$ cat src/rtl/core/occupancy_cell_fusion_unit_defines.svh
// Assertion macros for the occupancy cell fusion unit.
`ifndef OCCUPANCY_CELL_FUSION_UNIT_DEFINES_SVH
`define OCCUPANCY_CELL_FUSION_UNIT_DEFINES_SVH

`ifndef SYNTHESIS
`define OCCF_ASSERT_RST(lbl, clk, rst_n, prop) \
    lbl: assert property (@(posedge clk) disable iff (!rst_n) prop) \
        else $error("occf assertion failed");
`define OCCF_ASSERT(lbl, clk, prop) \
    lbl: assert property (@(posedge clk) prop) \
        else $error("occf assertion failed");
`else
`define OCCF_ASSERT_RST(lbl, clk, rst_n, prop)
`define OCCF_ASSERT(lbl, clk, prop)
`endif

`endif

$ cat src/rtl/core/occf_pkg.sv
// Shared types, constants and register indexes of the occupancy cell fusion unit.
package occf_pkg;

    localparam int unsigned MaxCellsDefault = 1048576;

    localparam int unsigned ThrW    = 7;
    localparam int unsigned SlopeW  = 15;
    localparam int unsigned RhsW    = 22;
    localparam int unsigned ValW    = 8;
    localparam int unsigned CountW  = 21;
    localparam int unsigned CfgIdxW = 3;
    localparam int unsigned CfgW    = 15;

    localparam logic [ThrW-1:0]   ThrMax           = 7'd100;
    localparam logic [ThrW-1:0]   StaticThrReset   = 7'd65;
    localparam logic [ThrW-1:0]   TerrainThrReset  = 7'd65;
    localparam logic [SlopeW-1:0] SlopeScaleReset  = 15'd11520;
    localparam logic [SlopeW-1:0] SlopeLimitReset  = 15'd7680;
    localparam logic [RhsW-1:0]   SlopeRhsReset    = 22'd768000;
    localparam logic [ValW-1:0]   CellOccupied     = 8'd100;
    localparam logic [ValW-1:0]   CellUnknown      = 8'hFF;

    typedef enum logic [CfgIdxW-1:0] {
        CFG_STATIC_THR   = 3'd0,
        CFG_TERRAIN_THR  = 3'd1,
        CFG_SLOPE_SCALE  = 3'd2,
        CFG_SLOPE_LIMIT  = 3'd3,
        CFG_UNKNOWN_OBST = 3'd4
    } t_cfg_idx;

    typedef enum logic [1:0] {
        CLS_UNKNOWN  = 2'd0,
        CLS_OCCUPIED = 2'd1,
        CLS_FREE     = 2'd2
    } t_cls;

    typedef struct packed {
        logic [ThrW-1:0]   static_thr;
        logic [ThrW-1:0]   terrain_thr;
        logic [SlopeW-1:0] slp_scale;
        logic [RhsW-1:0]   slope_rhs;
        logic              unknown_as_obstacle;
    } t_cfg;

    typedef struct packed {
        logic            first_of_map;
        logic [ValW-1:0] stat_val;
        logic            static_present;
        logic [ValW-1:0] rog_val;
        logic            rog_present;
        logic [ValW-1:0] terr_val;
        logic            terrain_present;
        logic [ValW-1:0] slp_val;
        logic            slope_present;
        logic            last_of_cell;
    } t_item;

    typedef struct packed {
        logic            occupied;
        logic            seen_free;
        logic [ThrW-1:0] run_max;
    } t_acc;

    typedef struct packed {
        logic [ValW-1:0] value;
        t_cls            cls;
    } t_cell;

endpackage

$ cat src/rtl/core/occf_cfg.sv
// Configuration registers with threshold clamping and the precomputed slope bound.
module occf_cfg (
    input  logic                          i_clk,
    input  logic                          i_rst_n,
    input  logic                          i_cfg_we,
    input  logic [occf_pkg::CfgIdxW-1:0]  i_cfg_idx,
    input  logic [occf_pkg::CfgW-1:0]     i_cfg_data,
    output occf_pkg::t_cfg                o_cfg
);

    logic [occf_pkg::ThrW-1:0]   r_static_thr;
    logic [occf_pkg::ThrW-1:0]   r_terrain_thr;
    logic [occf_pkg::SlopeW-1:0] r_slope_scale;
    logic [occf_pkg::RhsW-1:0]   r_slope_rhs;
    logic                        r_unknown_obst;
    logic [occf_pkg::RhsW-1:0]   n_slope_rhs;

    // 100 * limit = 64x + 32x + 4x
    assign n_slope_rhs = ({7'd0, i_cfg_data} << 6) + ({7'd0, i_cfg_data} << 5)
                       + ({7'd0, i_cfg_data} << 2);

    always_ff @(posedge i_clk) begin
        if (!i_rst_n) begin
            r_static_thr   <= occf_pkg::StaticThrReset;
            r_terrain_thr  <= occf_pkg::TerrainThrReset;
            r_slope_scale  <= occf_pkg::SlopeScaleReset;
            r_slope_rhs    <= occf_pkg::SlopeRhsReset;
            r_unknown_obst <= 1'b0;
        end else if (i_cfg_we) begin
            case (occf_pkg::t_cfg_idx'(i_cfg_idx))
                occf_pkg::CFG_STATIC_THR: begin
                    r_static_thr <= i_cfg_data[occf_pkg::ThrW-1:0];
                end
                occf_pkg::CFG_TERRAIN_THR: begin
                    r_terrain_thr <= i_cfg_data[occf_pkg::ThrW-1:0];
                end
                occf_pkg::CFG_SLOPE_SCALE: begin
                    r_slope_scale <= i_cfg_data;
                end
                occf_pkg::CFG_SLOPE_LIMIT: begin
                    r_slope_rhs <= n_slope_rhs;
                end
                occf_pkg::CFG_UNKNOWN_OBST: begin
                    r_unknown_obst <= i_cfg_data[0];
                end
                default: begin
                end
            endcase
        end
    end

    always_comb begin
        o_cfg.static_thr  = (r_static_thr > occf_pkg::ThrMax) ? occf_pkg::ThrMax
                                                              : r_static_thr;
        o_cfg.terrain_thr = (r_terrain_thr > occf_pkg::ThrMax) ? occf_pkg::ThrMax
                                                               : r_terrain_thr;
        o_cfg.slp_scale   = r_slope_scale;
        o_cfg.slope_rhs   = r_slope_rhs;
        o_cfg.unknown_as_obstacle = r_unknown_obst;
    end

endmodule

$ cat src/rtl/core/occf_eval.sv
// Per-item evaluation: source compares, max accumulation and cell classification.
module occf_eval (
    input  occf_pkg::t_cfg  i_cfg,
    input  occf_pkg::t_item i_item,
    input  occf_pkg::t_acc  i_acc,
    output occf_pkg::t_acc  o_acc,
    output occf_pkg::t_cell o_cell
);

    logic signed [8:0]  s_sthr;
    logic signed [8:0]  s_tthr;
    logic signed [8:0]  s_static;
    logic signed [8:0]  s_rog;
    logic signed [8:0]  s_terr;
    logic signed [23:0] s_slope_prod;
    logic signed [23:0] s_slope_rhs;
    logic               s_slope_hit;
    logic               s_use_rog;
    logic               s_use_terr;
    logic               s_use_slope;
    occf_pkg::t_acc     s_acc;
    logic signed [8:0]  s_val9;

    always_comb begin
        s_sthr   = $signed({2'b00, i_cfg.static_thr});
        s_tthr   = $signed({2'b00, i_cfg.terrain_thr});
        s_static = $signed({i_item.stat_val[7], i_item.stat_val});
        s_rog    = $signed({i_item.rog_val[7], i_item.rog_val});
        s_terr   = $signed({i_item.terr_val[7], i_item.terr_val});

        s_use_rog   = i_item.last_of_cell && i_item.rog_present;
        s_use_terr  = i_item.last_of_cell && i_item.terrain_present;
        s_use_slope = i_item.last_of_cell && i_item.slope_present;

        s_slope_prod = $signed(i_item.slp_val) * $signed({1'b0, i_cfg.slp_scale});
        s_slope_rhs  = $signed({2'b00, i_cfg.slope_rhs});
        if (i_cfg.slp_scale == '0) begin
            s_slope_hit = !i_item.slp_val[7] && (i_cfg.slope_rhs == '0);
        end else begin
            s_slope_hit = s_slope_prod >= s_slope_rhs;
        end

        s_acc = i_acc;
        if (i_item.static_present) begin
            if (s_static >= s_sthr) begin
                s_acc.occupied = 1'b1;
            end else if (!s_static[8]) begin
                s_acc.seen_free = 1'b1;
                if (s_static[6:0] > s_acc.run_max) s_acc.run_max = s_static[6:0];
            end
        end
        if (s_use_rog) begin
            if (s_rog >= s_tthr) begin
                s_acc.occupied = 1'b1;
            end else if (!s_rog[8]) begin
                s_acc.seen_free = 1'b1;
                if (s_rog[6:0] > s_acc.run_max) s_acc.run_max = s_rog[6:0];
            end
        end
        if (s_use_terr) begin
            if (s_terr >= s_tthr) begin
                s_acc.occupied = 1'b1;
            end else if (!s_terr[8]) begin
                s_acc.seen_free = 1'b1;
                if (s_terr[6:0] > s_acc.run_max) s_acc.run_max = s_terr[6:0];
            end
        end
        if (s_use_slope) begin
            if (s_slope_hit) begin
                s_acc.occupied = 1'b1;
            end else if (!i_item.slp_val[7]) begin
                s_acc.seen_free = 1'b1;
            end
        end
        o_acc = s_acc;

        if (s_acc.occupied) begin
            o_cell.value = occf_pkg::CellOccupied;
        end else if (i_cfg.unknown_as_obstacle && !s_acc.seen_free) begin
            o_cell.value = occf_pkg::CellUnknown;
        end else begin
            o_cell.value = {1'b0, s_acc.run_max};
        end

        s_val9 = $signed({o_cell.value[7], o_cell.value});
        if (s_val9[8]) begin
            o_cell.cls = occf_pkg::CLS_UNKNOWN;
        end else if (s_val9 >= s_tthr) begin
            o_cell.cls = occf_pkg::CLS_OCCUPIED;
        end else begin
            o_cell.cls = occf_pkg::CLS_FREE;
        end
    end

endmodule

$ cat src/rtl/core/occupancy_cell_fusion_unit.sv
// Top level of the occupancy cell fusion unit.
// Fuses a stream of footprint items into planning cells. An item is registered on
// acceptance and evaluated in the following cycle; an item flagged last_of_cell
// lands in the result register together with its counts; other items update the
// cell accumulator and clear the counts on first_of_map. One item is taken per
// clock; the input side stalls only while a finished result waits in the result
// register and the next registered item also ends a cell. Result valid rises
// when the registered last item of a cell moves into the result register. The
// slope check uses one 8x16 multiply against a bound of 100 * slope_limit that is
// formed when slope_limit is written. Running counts saturate at MAX_CELLS and show
// their low 21 bits. Configuration may be written only while the block is idle.
`include "occupancy_cell_fusion_unit_defines.svh"

module occupancy_cell_fusion_unit #(
    parameter int unsigned MAX_CELLS = occf_pkg::MaxCellsDefault
) (
    input  logic                              i_clk,
    input  logic                              i_rst_n,
    input  logic                              i_cfg_we,
    input  logic [occf_pkg::CfgIdxW-1:0]      i_cfg_idx,
    input  logic [occf_pkg::CfgW-1:0]         i_cfg_data,
    input  logic                              i_in_valid,
    output logic                              o_in_ready,
    input  logic                              i_first_of_map,
    input  logic signed [7:0]                 i_static_value,
    input  logic                              i_static_present,
    input  logic signed [7:0]                 i_rog_value,
    input  logic                              i_rog_present,
    input  logic signed [7:0]                 i_terrain_value,
    input  logic                              i_terrain_present,
    input  logic signed [7:0]                 i_slope_value,
    input  logic                              i_slope_present,
    input  logic                              i_last_of_cell,
    output logic                              o_out_valid,
    input  logic                              i_out_ready,
    output logic signed [7:0]                 o_cell_value,
    output logic [occf_pkg::CountW-1:0]       o_unknown_count,
    output logic [occf_pkg::CountW-1:0]       o_occupied_count,
    output logic [occf_pkg::CountW-1:0]       o_free_count
);

    localparam int unsigned CntW = $clog2(MAX_CELLS + 1);
    localparam logic [CntW-1:0] CntMax = CntW'(MAX_CELLS);

    occf_pkg::t_cfg  cfg;
    occf_pkg::t_acc  acc_next;
    occf_pkg::t_cell fused;

    logic            r_in_valid;
    occf_pkg::t_item r_in;
    occf_pkg::t_acc  r_acc;
    logic            r_out_valid;
    logic [occf_pkg::ValW-1:0] r_out_value;
    logic [occf_pkg::CountW-1:0] r_out_unk;
    logic [occf_pkg::CountW-1:0] r_out_occ;
    logic [occf_pkg::CountW-1:0] r_out_free;
    logic [CntW-1:0] r_unk_cnt;
    logic [CntW-1:0] r_occ_cnt;
    logic [CntW-1:0] r_free_cnt;
    logic [CntW-1:0] n_unk_cnt;
    logic [CntW-1:0] n_occ_cnt;
    logic [CntW-1:0] n_free_cnt;
    logic            advance;
    logic            out_free;
    logic            held_last;
    logic            out_unknown;
    logic [CntW+occf_pkg::CountW-1:0] unk_ext;
    logic [CntW+occf_pkg::CountW-1:0] occ_ext;
    logic [CntW+occf_pkg::CountW-1:0] free_ext;

    occf_cfg u_cfg (
        .i_clk      (i_clk),
        .i_rst_n    (i_rst_n),
        .i_cfg_we   (i_cfg_we),
        .i_cfg_idx  (i_cfg_idx),
        .i_cfg_data (i_cfg_data),
        .o_cfg      (cfg)
    );

    occf_eval u_eval (
        .i_cfg  (cfg),
        .i_item (r_in),
        .i_acc  (r_acc),
        .o_acc  (acc_next),
        .o_cell (fused)
    );

    assign out_free   = !r_out_valid || i_out_ready;
    assign advance    = r_in_valid && (!r_in.last_of_cell || out_free);
    assign o_in_ready = !r_in_valid || advance;

    always_comb begin
        n_unk_cnt  = r_in.first_of_map ? '0 : r_unk_cnt;
        n_occ_cnt  = r_in.first_of_map ? '0 : r_occ_cnt;
        n_free_cnt = r_in.first_of_map ? '0 : r_free_cnt;
        if (r_in.last_of_cell) begin
            case (fused.cls)
                occf_pkg::CLS_UNKNOWN: begin
                    if (n_unk_cnt < CntMax) n_unk_cnt = n_unk_cnt + 1'b1;
                end
                occf_pkg::CLS_OCCUPIED: begin
                    if (n_occ_cnt < CntMax) n_occ_cnt = n_occ_cnt + 1'b1;
                end
                default: begin
                    if (n_free_cnt < CntMax) n_free_cnt = n_free_cnt + 1'b1;
                end
            endcase
        end
    end

    // Hold the registered item until it can advance.
    always_ff @(posedge i_clk) begin
        if (!i_rst_n) begin
            r_in_valid <= 1'b0;
        end else if (o_in_ready) begin
            r_in_valid <= i_in_valid;
        end
    end

    always_ff @(posedge i_clk) begin
        if (o_in_ready && i_in_valid) begin
            r_in.first_of_map    <= i_first_of_map;
            r_in.stat_val        <= i_static_value;
            r_in.static_present  <= i_static_present;
            r_in.rog_val         <= i_rog_value;
            r_in.rog_present     <= i_rog_present;
            r_in.terr_val        <= i_terrain_value;
            r_in.terrain_present <= i_terrain_present;
            r_in.slp_val         <= i_slope_value;
            r_in.slope_present   <= i_slope_present;
            r_in.last_of_cell    <= i_last_of_cell;
        end
    end

    // Accumulate the cell and the running counts; clear the cell after its result.
    always_ff @(posedge i_clk) begin
        if (!i_rst_n) begin
            r_acc      <= '0;
            r_unk_cnt  <= '0;
            r_occ_cnt  <= '0;
            r_free_cnt <= '0;
        end else if (advance) begin
            r_acc      <= r_in.last_of_cell ? '0 : acc_next;
            r_unk_cnt  <= n_unk_cnt;
            r_occ_cnt  <= n_occ_cnt;
            r_free_cnt <= n_free_cnt;
        end
    end

    always_ff @(posedge i_clk) begin
        if (!i_rst_n) begin
            r_out_valid <= 1'b0;
        end else if (out_free) begin
            r_out_valid <= advance && r_in.last_of_cell;
        end
    end

    assign unk_ext  = {{occf_pkg::CountW{1'b0}}, n_unk_cnt};
    assign occ_ext  = {{occf_pkg::CountW{1'b0}}, n_occ_cnt};
    assign free_ext = {{occf_pkg::CountW{1'b0}}, n_free_cnt};

    always_ff @(posedge i_clk) begin
        if (advance && r_in.last_of_cell) begin
            r_out_value <= fused.value;
            r_out_unk   <= unk_ext[occf_pkg::CountW-1:0];
            r_out_occ   <= occ_ext[occf_pkg::CountW-1:0];
            r_out_free  <= free_ext[occf_pkg::CountW-1:0];
        end
    end

    assign o_out_valid      = r_out_valid;
    assign o_cell_value     = $signed(r_out_value);
    assign o_unknown_count  = r_out_unk;
    assign o_occupied_count = r_out_occ;
    assign o_free_count     = r_out_free;

    assign held_last   = r_in_valid && r_in.last_of_cell;
    assign out_unknown = r_out_valid && (r_out_value == occf_pkg::CellUnknown);

    `OCCF_ASSERT_RST(a_stall_cause, i_clk, i_rst_n, !o_in_ready |-> (held_last && !out_free))
    `OCCF_ASSERT_RST(a_max_below_occ, i_clk, i_rst_n, r_acc.run_max < occf_pkg::ThrMax)
    `OCCF_ASSERT_RST(a_max_needs_free, i_clk, i_rst_n, (r_acc.run_max != '0) |-> r_acc.seen_free)
    `OCCF_ASSERT_RST(a_unknown_counted, i_clk, i_rst_n, out_unknown |-> (r_out_unk != '0))
    `OCCF_ASSERT_RST(a_hold, i_clk, i_rst_n, !out_free |=> (r_out_valid && $stable(r_out_value)))

endmodule

$ cat config.mk
export PLATFORM = sky130hd
export DESIGN_NAME = occupancy_cell_fusion_unit
export DESIGN_NICKNAME = d
export VERILOG_FILES = /design/src/rtl/core/occf_pkg.sv /design/src/rtl/core/occf_cfg.sv /design/src/rtl/core/occf_eval.sv /design/src/rtl/core/occupancy_cell_fusion_unit.sv
export VERILOG_INCLUDE_DIRS = /design/src /design/src/rtl/core
export SDC_FILE = /design/constraint.sdc
export NUM_CORES = 1
export LEC_CHECK = 0
export BUFFER_PORTS_ARGS = -buffer_cell sky130_fd_sc_hd__buf_4
export CORE_ASPECT_RATIO = 1.5
export CORE_UTILIZATION = 55
export DETAILED_ROUTE_END_ITERATION = 8
export PLACE_DENSITY = 0.84
export REMOVE_ABC_BUFFERS = 1
export SYNTH_ARGS = -nofsm -noshare
export SYNTH_HDL_FRONTEND = slang
export SYNTH_HIERARCHICAL = 1
export SYNTH_SLANG_ARGS = --single-unit
$ cat constraint.sdc
create_clock -name i_clk -period 10.7 [get_ports i_clk]
set_clock_uncertainty 0.2 [all_clocks]
set_input_delay 0.535 -clock i_clk [delete_from_list [all_inputs] [get_ports i_clk]]
set_output_delay 0.535 -clock i_clk [all_outputs]
set_load 0.02 [all_outputs]
# Yosys cells after proc, flatten, opt, wreduce, memory -nomap -nowiden
# Cells that the tools add are included.
word_totals:
  reg_bits: 235
  latchBits: 0
  mem_bits_rw: 0
  rom_bits: 0
  in_bits: 61
  output_inout_bits: 73
  wordCells: 116
  n_memories: 0
classes:
  addsub: 5
  multipliers: 1
  div_mod_pow: 0
  n_lt_le_gt_ge: 13
  eq_ne: 5
  shifts: 0
  n_mux: 39
  bitwise: 0
  reduce_logical: 26
op_table:
  columns: ["operator", "n"]
  rows:
  - ["two-way mux 21 bit", 12]
  - ["two-way mux 8 bit", 8]
  - ["adder 21 x 1 -> 21 bit, second input constant", 3]
  - ["< comparator 21 bit, second input constant", 3]
  - ["two-way mux 9 bit", 4]
  - ["two-way mux 7 bit", 5]
  - [">= comparator 8 bit", 4]
  - [">= comparator 24 x 23 -> 1 bit", 1]
  - ["multiplier 8 x 16 -> 24 bit", 1]
  - ["adder 21 x 20 -> 22 bit", 1]
  - ["adder 22 x 17 -> 22 bit", 1]
  - ["logical NOT 22 bit", 1]
  - ["> comparator 7 bit", 3]
  - ["logical NOT 15 bit", 1]
  - ["> comparator 7 bit, second input constant", 2]
  - ["AND reduction 2 bit", 5]
  - ["logical AND 1 bit", 8]
  - ["two-way mux 1 bit", 7]
  - ["equality test 3 x 2 -> 1 bit, second input constant", 2]
  - ["two-way mux 2 bit", 3]
  - ["logical NOT 1 bit", 5]
  - ["equality test 3 x 1 -> 1 bit, second input constant", 1]
  - ["equality test 3 bit, second input constant", 1]
  - ["logical NOT 3 bit", 1]
  - ["4 further kinds", 6]

# Depth between registers and ports, before layout
# Gate-level depths: netlist (run 1).
depth:
  depth_word: 29
  mapped_depth: 44
  depth_no_buf: 42

# Cells and area by module
# Netlist (run 1), hierarchy kept.
modules_own_cells:
  columns: ["mod", "n_inst", "cells_per_inst", "area_each_um2", "seq_area_each_um2"]
  rows:
  - ["occupancy_cell_fusion_unit", 1, 768, 8301.7, 4754.6]
  - ["occf_eval", 1, 808, 6418.7, 0.0]
  - ["occf_cfg", 1, 345, 2932.8, 1001.0]

# Least setup slack after synthesis (run 1)
# Ideal clock, no wire load.
synth_timing:
  path_type: "flip-flop to flip-flop"
  startpoint: "reg r_in[9] in the netlist's numbering"
  endpoint: "reg r_free_cnt[18]"
  setup_time_ns: 0.074
  arrival_time_ns: 9.279
  required_time_ns: 10.426
  slack_ns: 1.147
  path_stages_with_launch: 42
  path_buffers: 1
  period_less_slack_ns: 9.553
  path_cell_list: "edfxtp_1 inv_1 clkbuf_1 nor2_1 fa_1 fa_1 fa_1 inv_1 fa_1 inv_1 ha_1 nand3_1 o2111ai_4 a211oi_4 o21ai_0 a21o_1 a21oi_1 xnor2_1 [... 6 more ...] o211ai_2 o21a_4 inv_4 a21o_2 ha_1 nand2b_1 a21o_1 a21o_1 a21o_1 a21o_1 a21o_1 a21oi_1 a21boi_0 nand2_2 nor4_4 nand4_2 or3_1 a31oi_1"
synth_rtl:
  columns: ["element", "line_no", "rtl"]
  rows:
  - ["from (decl)", "occupancy_cell_fusion_unit.sv:50", "occf_pkg::t_item r_in;"]
  - ["to (signal assigned)", "occupancy_cell_fusion_unit.sv:146", "r_free_cnt <= n_free_cnt;"]
  - ["to (decl)", "occupancy_cell_fusion_unit.sv:59", "logic [CntW-1:0] r_free_cnt;"]

==> run_results.csv, run 1 <==
group,metric,value,unit
floorplan,rows,80,
cells_and_area,seq_area,5760,sq um
setup_path,cp-endpoint,"r_occ_cnt[14]",
detailed_routing,drcViolationCount,0,
sta,final-hold-violation-count,0,
setup_path,r2r-start,"r_in[6]",
sta,fin_crit,10120,ps
setup_path,arrival,10370,ps
global_route,met2_usage,52.9,%
synth,syn_area_per_cell,9.19,sq um
min_path,worstHoldPathType,"input port to flip-flop",
detailed_routing,first_pass_iters,5,
global_route,use_met3,3.71,%
cells_and_area,fillers,2482,
cells_and_area,multiInputGateArea,10900,sq um
cells_and_area,area_growth,13.9,%
global_route,busiest_layer,"met2",
cts,clock_path_buffers,3,
cells_and_area,drive_gt1_share,11.9,%
detailed_routing,wl_per_cell,18.7,um
setup_path,slowest_stage,"edfxtp_1",
cts,clk_pin_slew,70,ps
synth,ys_seq_area_share,32.6,%
sta,fmax,0.0988,GHz
cts,tritoncts,"yes",
placement,portBuffers,133,
detailed_routing,drtIter0Drc,1060,
cts,cts.sinks,233,
setup_path,reg2reg_to,"r_occ_cnt[14]",
sta,hold_ws,30.0,ps
sta,fin_crit_sh,94.6,%
floorplan,die-area,32800,sq um
cts,root_buffer,"clkbuf_16",
setup_path,start_kind,"flip-flop",
global_route,grt_start_max_net_pins,100,
synth,netlist_instances,1921,
synth,ys.flop_type,"dfxtp_1",
cells_and_area,final_common_cell,"nand2_1",
synth,netlist.area_leader.share,18.5,%
synth,ys_types,97,
synth,synth-edff-count,109,
detailed_routing,via_count,14800,
floorplan,initial_core_util,55.6,%
global_route,grt-ovfl-total,0,
flow_run,cap_viol_max_count,0,
sta,relSlewSlack,31.6,%
detailed_routing,ant_nets,0,
global_route,met1_usage,29.8,%
global_route,grt_pass1_wl,74700,um
cts,cts.htree.levels,1,
setup_path,reg2reg_depth,40,
placement,pre_cts_ws,476,ps
global_route,antenna_found_initial,2,
detailed_routing,via_per_inst,6.00,
cells_and_area,postLayoutCellArea,20100,sq um
setup_path,cp_num_buf_inv,4,
synth,yosys_warnings,6,
min_path,hold_path_depth,1,
cells_and_area,final_core_util,63.4,%
synth,synth_seq_cells,233,
setup_path,path_common_cell,"a21o_1",
sta,setup_ws,580,ps
sta,setup_viol,0,
synth,yosysTopAreaCell,"edfxtp_1",
sta,slew_violations,0,
setup_path,worstPathRequired,10950,ps
synth,syn_area,17700,sq um
global_route,grt_pass1_vias,15200,
setup_path,cp_max_fo,15,
global_route,gr-usage-all-layers,28.4,%
cells_and_area,nets,2350,
synth,synthTopCellsByArea,"edfxtp_1 (19%), dfxtp_1 (14%), ha_1 (11%), fa_1 (10%), nand2_1 (4.6%)",
floorplan,die_x,148,um
power,leakagePower,0.00846,uW
power,peakVddDrop,132,uV
setup_path,rrSetupSlack,580,ps
detailed_routing,wirelength,46400,um
run_status,status,"completed",
setup_path,cp-startpoint,"r_in[6]",
sta,worst_pin_slew,1030,ps
setup_path,cp.depth,40,
placement,place_congestion,0.945,
synth,ys_async_sr_fraction,0,%
floorplan,io_pins,134,
power,power.density,136,nW/um^2
floorplan,coreArea,31700,sq um
setup_path,max_stage_delay,610,ps
floorplan,die_y,221,um
setup_path,crit_type,"flip-flop to flip-flop",
cts,cts-buffers-inserted,22,
cts,clk_latency,520,ps
setup_path,setup.worst_path.end_class,"flip-flop",
placement,place_area,18900,sq um
placement,dp_hpwl,33700,um
cells_and_area,final_cell_mix,"nand2_1 (217), inv_1 (189), ha_1 (150), buf_4 (149), dfxtp_1 (124)",
setup_path,cp_top_family,"compound AO/OA/AOI/OAI gates",
-- state kept, by name, summed over array words and instances (netlist names), 8 cells and up --
name and flops:
o_cell_value 8, o_occupied_count 21, o_unknown_count 21, o_free_count 21, u_cfg/r_slope_rhs 20, r_unk_cnt 21
u_cfg/r_slope_scale 15, r_free_cnt 21, r_in 38, r_occ_cnt 21, r_acc 9
-- worst register-to-register path, delay by kind of cell, from the launching register on --
| kind | cells | cell delay (ps) |
|---|---|---|
| compound gates | 20 | 3790 |
| fa+ha+maj | 7 | 3000 |
| simple gates | 8 | 1910 |
| flops | 1 | 610 |
| buf+inv | 4 | 370 |
| xor+xnor | 1 | 150 |
-- power by group --
group / total [uW] / internal, uW / switching (uW)
clock network: 828 / 480 / 348
registers: 988 / 959 / 28.4
logic: 911 / 374 / 537
-- synth_stat cells (all sizes together) (29+ instances only) --
cell type  instances
a21boi            33
a21oi             88
a31oi             29
and2              93
clkbuf            60
dfxtp            124
edfxtp           109
fa                91
ha               150
inv              192
nand2            218
nand3             68
nand4             35
nor2             100
nor2b             48
nor3              30
o21ai             72
xnor2             56
-- worst min-delay path by stage --
| stage | from | endpoint | slack (ps) |
|---|---|---|---|
| 2_1_floorplan | r_occ_cnt[20] | r_occ_cnt[20] | 240 |
| 4_1_cts | i_slope_value[7] | r_in[9] | 10 |
| 3_5_place_dp | r_free_cnt[20] | r_free_cnt[20] | 270 |
| 3_3_place_gp | r_occ_cnt[20] | r_occ_cnt[20] | 260 |
| 5_1_grt | i_slope_value[7] | r_in[9] | 7 |
| 6_report | i_slope_value[7] | r_in[9] | 30 |
-- layer usage --
metal  share of wire, %  vias to the layer above
met4                6.0                        0
met5                  0                        -
li1                   -                     6861
met1                 35                     7242
met3                4.9                      179
met2                 54                      561
-- layout make-up --
type	instances	area share, %
Inverter	193	3.63
Tap cell	410	2.55
Clock inverter	7	0.460
Timing Repair Buffer	186	7.40
Clock buffer	32	3.30
Sequential cell	233	28.6
Multi-Input combinational cell	1412	54.0
Antenna cell	2	0.0249
-- per-stage QoR --
stage                     total power (uW)  setup TNS (ps)  instances
final                                 2730               0       2475
after global routing                  2860           -57.8       2475
after CTS                             2710               0       2468
after detailed placement              1880               0       2392
after global placement                1840               0       2392
after floorplan                       1630               0       1838
-- logic make-up (layout without fill, tap and decap cells) --
| group | count (synthesis) | after routing | share of synthesized area [%] |
|---|---|---|---|
| flip-flops | 233 | 233 | 32.6 |
| buffers and inverters | 277 | 418 | 6.19 |
| XOR/XNOR | 84 | 84 | 4.17 |
| AO/OA/AOI/OAI | 339 | 339 | 12.8 |
| adder cells (fa/ha/maj) | 241 | 241 | 21.0 |
| other | 1 | 4 | 0.0212 |
| AND/OR/NAND/NOR | 721 | 721 | 21.8 |
| multiplexers | 25 | 25 | 1.47 |
-- what timing repair did --
| item | 4_1_cts | 5_1_grt |
|---|---|---|
| endpoints found under the hold margin | 37 | 0 |
| endpoints found under the setup margin | 0 | 34 |
| gates resized for setup | 0 | 3 |
| hold buffers | 37 | 0 |
| buffers inserted | 0 | 5 |
Power figures use the tool's default switching activity.
==> run 2: changes to the inputs <==
Settings changed: PLACE_DENSITY 0.84 to 0.87.
Clock period 10.7 ns to 8.6 ns, I/O delays scaled along.
==> run 2 against run 1 <==
Effect of this change:
- the run now ends with negative setup slack left
- worst hold slack worse by 29 ps
- global-route usage is 4.2 points higher
- non-clock buffer count is 192 higher
- sequential power is 24% higher
- die area stayed put
- critical path depth is 1 higher
- total power is 43% higher
- combinational power is 78% higher
- routed wire length is 33% higher
- sequential share of layout area is 3.3 points lower
- register-to-register slack worse by 1300 ps
- critical path type unchanged
- largest cell class unchanged
==> run_results.csv, run 2 (synthesis gave the netlist of run 1 again) <==
group,metric,value,unit
run_status,status,"finished, violations left",
run_status,violations,"negative setup slack",
cts,cts-buffers-inserted,23,
sta,setup_ws,-714,ps
setup_path,worstPathRequired,8790,ps
floorplan,die-area,32800,sq um
cts,clock_path_buffers,3,
flow_run,cap_viol_max_count,0,
setup_path,crit_type,"flip-flop to flip-flop",
sta,fin_crit,9310,ps
sta,worst_pin_slew,1040,ps
placement,place_inst,2533,
min_path,worstHoldPathType,"input port to flip-flop",
power,p_int,2500,uW
sta,final-hold-violation-count,0,
floorplan,io_pins,134,
floorplan,die_y,221,um
global_route,grt_start_max_net_pins,91,
cts,cts.sinks,233,
cells_and_area,final_cell_mix,"buf_4 (288), nand2_1 (206), inv_1 (182), ha_1 (135), dfxtp_1 (121)",
cells_and_area,fillers,1871,
cells_and_area,drive_gt1_share,26.2,%
floorplan,initial_core_util,55.6,%
floorplan,die_x,148,um
setup_path,max_stage_delay,630,ps
setup_path,cp_max_fo,7,
sta,fmax,0.107,GHz
detailed_routing,drtIter0Drc,1902,
setup_path,arrival,9500,ps
power,seq_power_share,31.3,%
power,power.density,172,nW/um^2
sta,slew_violations,0,
floorplan,coreArea,31700,sq um
setup_path,path_common_cell,"a21o_1",
cells_and_area,stdcell_count,2668,
placement,place_congestion,0.960,
placement,dp_hpwl,36800,um
power,power,3910,uW
floorplan,rows,80,
setup_path,start_kind,"flip-flop",
setup_path,r2r-start,"r_in[30]",
setup_path,cp-startpoint,"r_in[30]",
global_route,grt-ovfl-total,0,
sta,relSlewSlack,30.3,%
detailed_routing,wirelength,61700,um
sta,setup_viol,125,
setup_path,setup.worst_path.end_class,"flip-flop",
power,pwr-share-comb,41.3,%
cells_and_area,largest-register,"r_in",
power,peakVddDrop,185,uV
global_route,grt_pass1_vias,17000,
setup_path,slowest_stage,"o31ai_1",
min_path,min_from,"i_cfg_data[7]",
detailed_routing,first_pass_iters,8,
power,p_sw_share,36.0,%
cells_and_area,area_growth,29.0,%
cts,root_buffer,"clkbuf_16",
sta,rsz0062_at_grt,"true",
cells_and_area,final_common_cell,"buf_4",
detailed_routing,via_per_inst,6.42,
power,p_sw,1410,uW
placement,portBuffers,133,
cts,cts.htree.levels,1,
detailed_routing,drcViolationCount,0,
global_route,grt_pass1_wl,85100,um
cells_and_area,largest_register_ffs,38,
sta,fin_crit_sh,108,%
detailed_routing,ant_nets,0,
cts,clk_latency,550,ps
cts,clk_pin_slew,70,ps
detailed_routing,via_count,17100,
power,p_clk_share,27.4,%
global_route,gr-usage-all-layers,32.6,%
cells_and_area,nets,2543,
global_route,antenna_found_initial,1,
power,leakagePower,0.00971,uW
cts,tritoncts,"yes",
detailed_routing,wl_per_cell,23.1,um
run 2: power by group through the flow:
stage | Sequential (uW) | Combinational, uW | Clock [uW]
2_1_floorplan | 1260 | 771 | 0
3_3_place_gp | 1250 | 1200 | 0
3_5_place_dp | 1250 | 1250 | 0
4_1_cts | 1220 | 1440 | 1050
5_1_grt | 1230 | 1730 | 1100
6_report | 1230 | 1620 | 1070
run 2: path summary, 6_finish.rpt:
check / to / cells after the start / slack (ps)
max: r_occ_cnt[19] / 41 / -710
min: u_cfg/r_slope_scale[7] / 3 / 1
max reg2reg: r_occ_cnt[19] / 41 / -710
min reg2reg: u_cfg/r_slope_rhs[2] / 2 / 280
run 2: cell type report:
| class | instances | area, sq um | area share, % |
|---|---|---|---|
| tap | 410 | 513 | 2.25 |
| multi-input combinational | 1412 | 11900 | 52.3 |
| clock buffer | 25 | 583 | 2.56 |
| timing repair buffer | 378 | 3120 | 13.7 |
| sequential | 233 | 5760 | 25.3 |
| antenna | 1 | 2.50 | 0.0110 |
| inverter | 193 | 727 | 3.19 |
| clock inverter | 16 | 168 | 0.736 |
run 2: layer usage:
| layer | routed length, um | global-route usage (%) |
|---|---|---|
| met4 | 6580 | 22.4 |
| met5 | 0 | 0 |
| met2 | 30700 | 60.2 |
| met1 | 19400 | 33.3 |
| met3 | 5020 | 4.87 |
run 2: repair_timing:
item / 4_1_cts / 5_1_grt
endpoints found under the setup margin: 126 / 126
gates resized for setup: 99 / 184
setup buffers: 33 / 25
hold endpoints to repair: 39 / 0
pin swaps: 91 / 103
hold buffers: 39 / 0
gates cloned: 1 / 0
run 2: per-stage QoR:
stage	TNS, ps	hold WS [ps]	worst slack, ps	util (%)	area (sq um)
3_3_place_gp	-56820	261	-688	63.0	20000
3_5_place_dp	-76600	270	-898	63.0	20000
2_1_floorplan	-66620	244	-1110	-	17300
5_1_grt	-89310	20.9	-1170	71.8	22800
6_report	-49870	1.03	-714	71.8	22800
4_1_cts	-2540	4.97	-145	68.7	21800
run 2: worst max-delay path: cells and delay by family (launching register included):
family	cells	cell delay (ps)
compound gates	20	4000
fa+ha+maj	4	1170
buf+inv	5	780
flops	1	460
mux	2	460
simple gates	10	2040
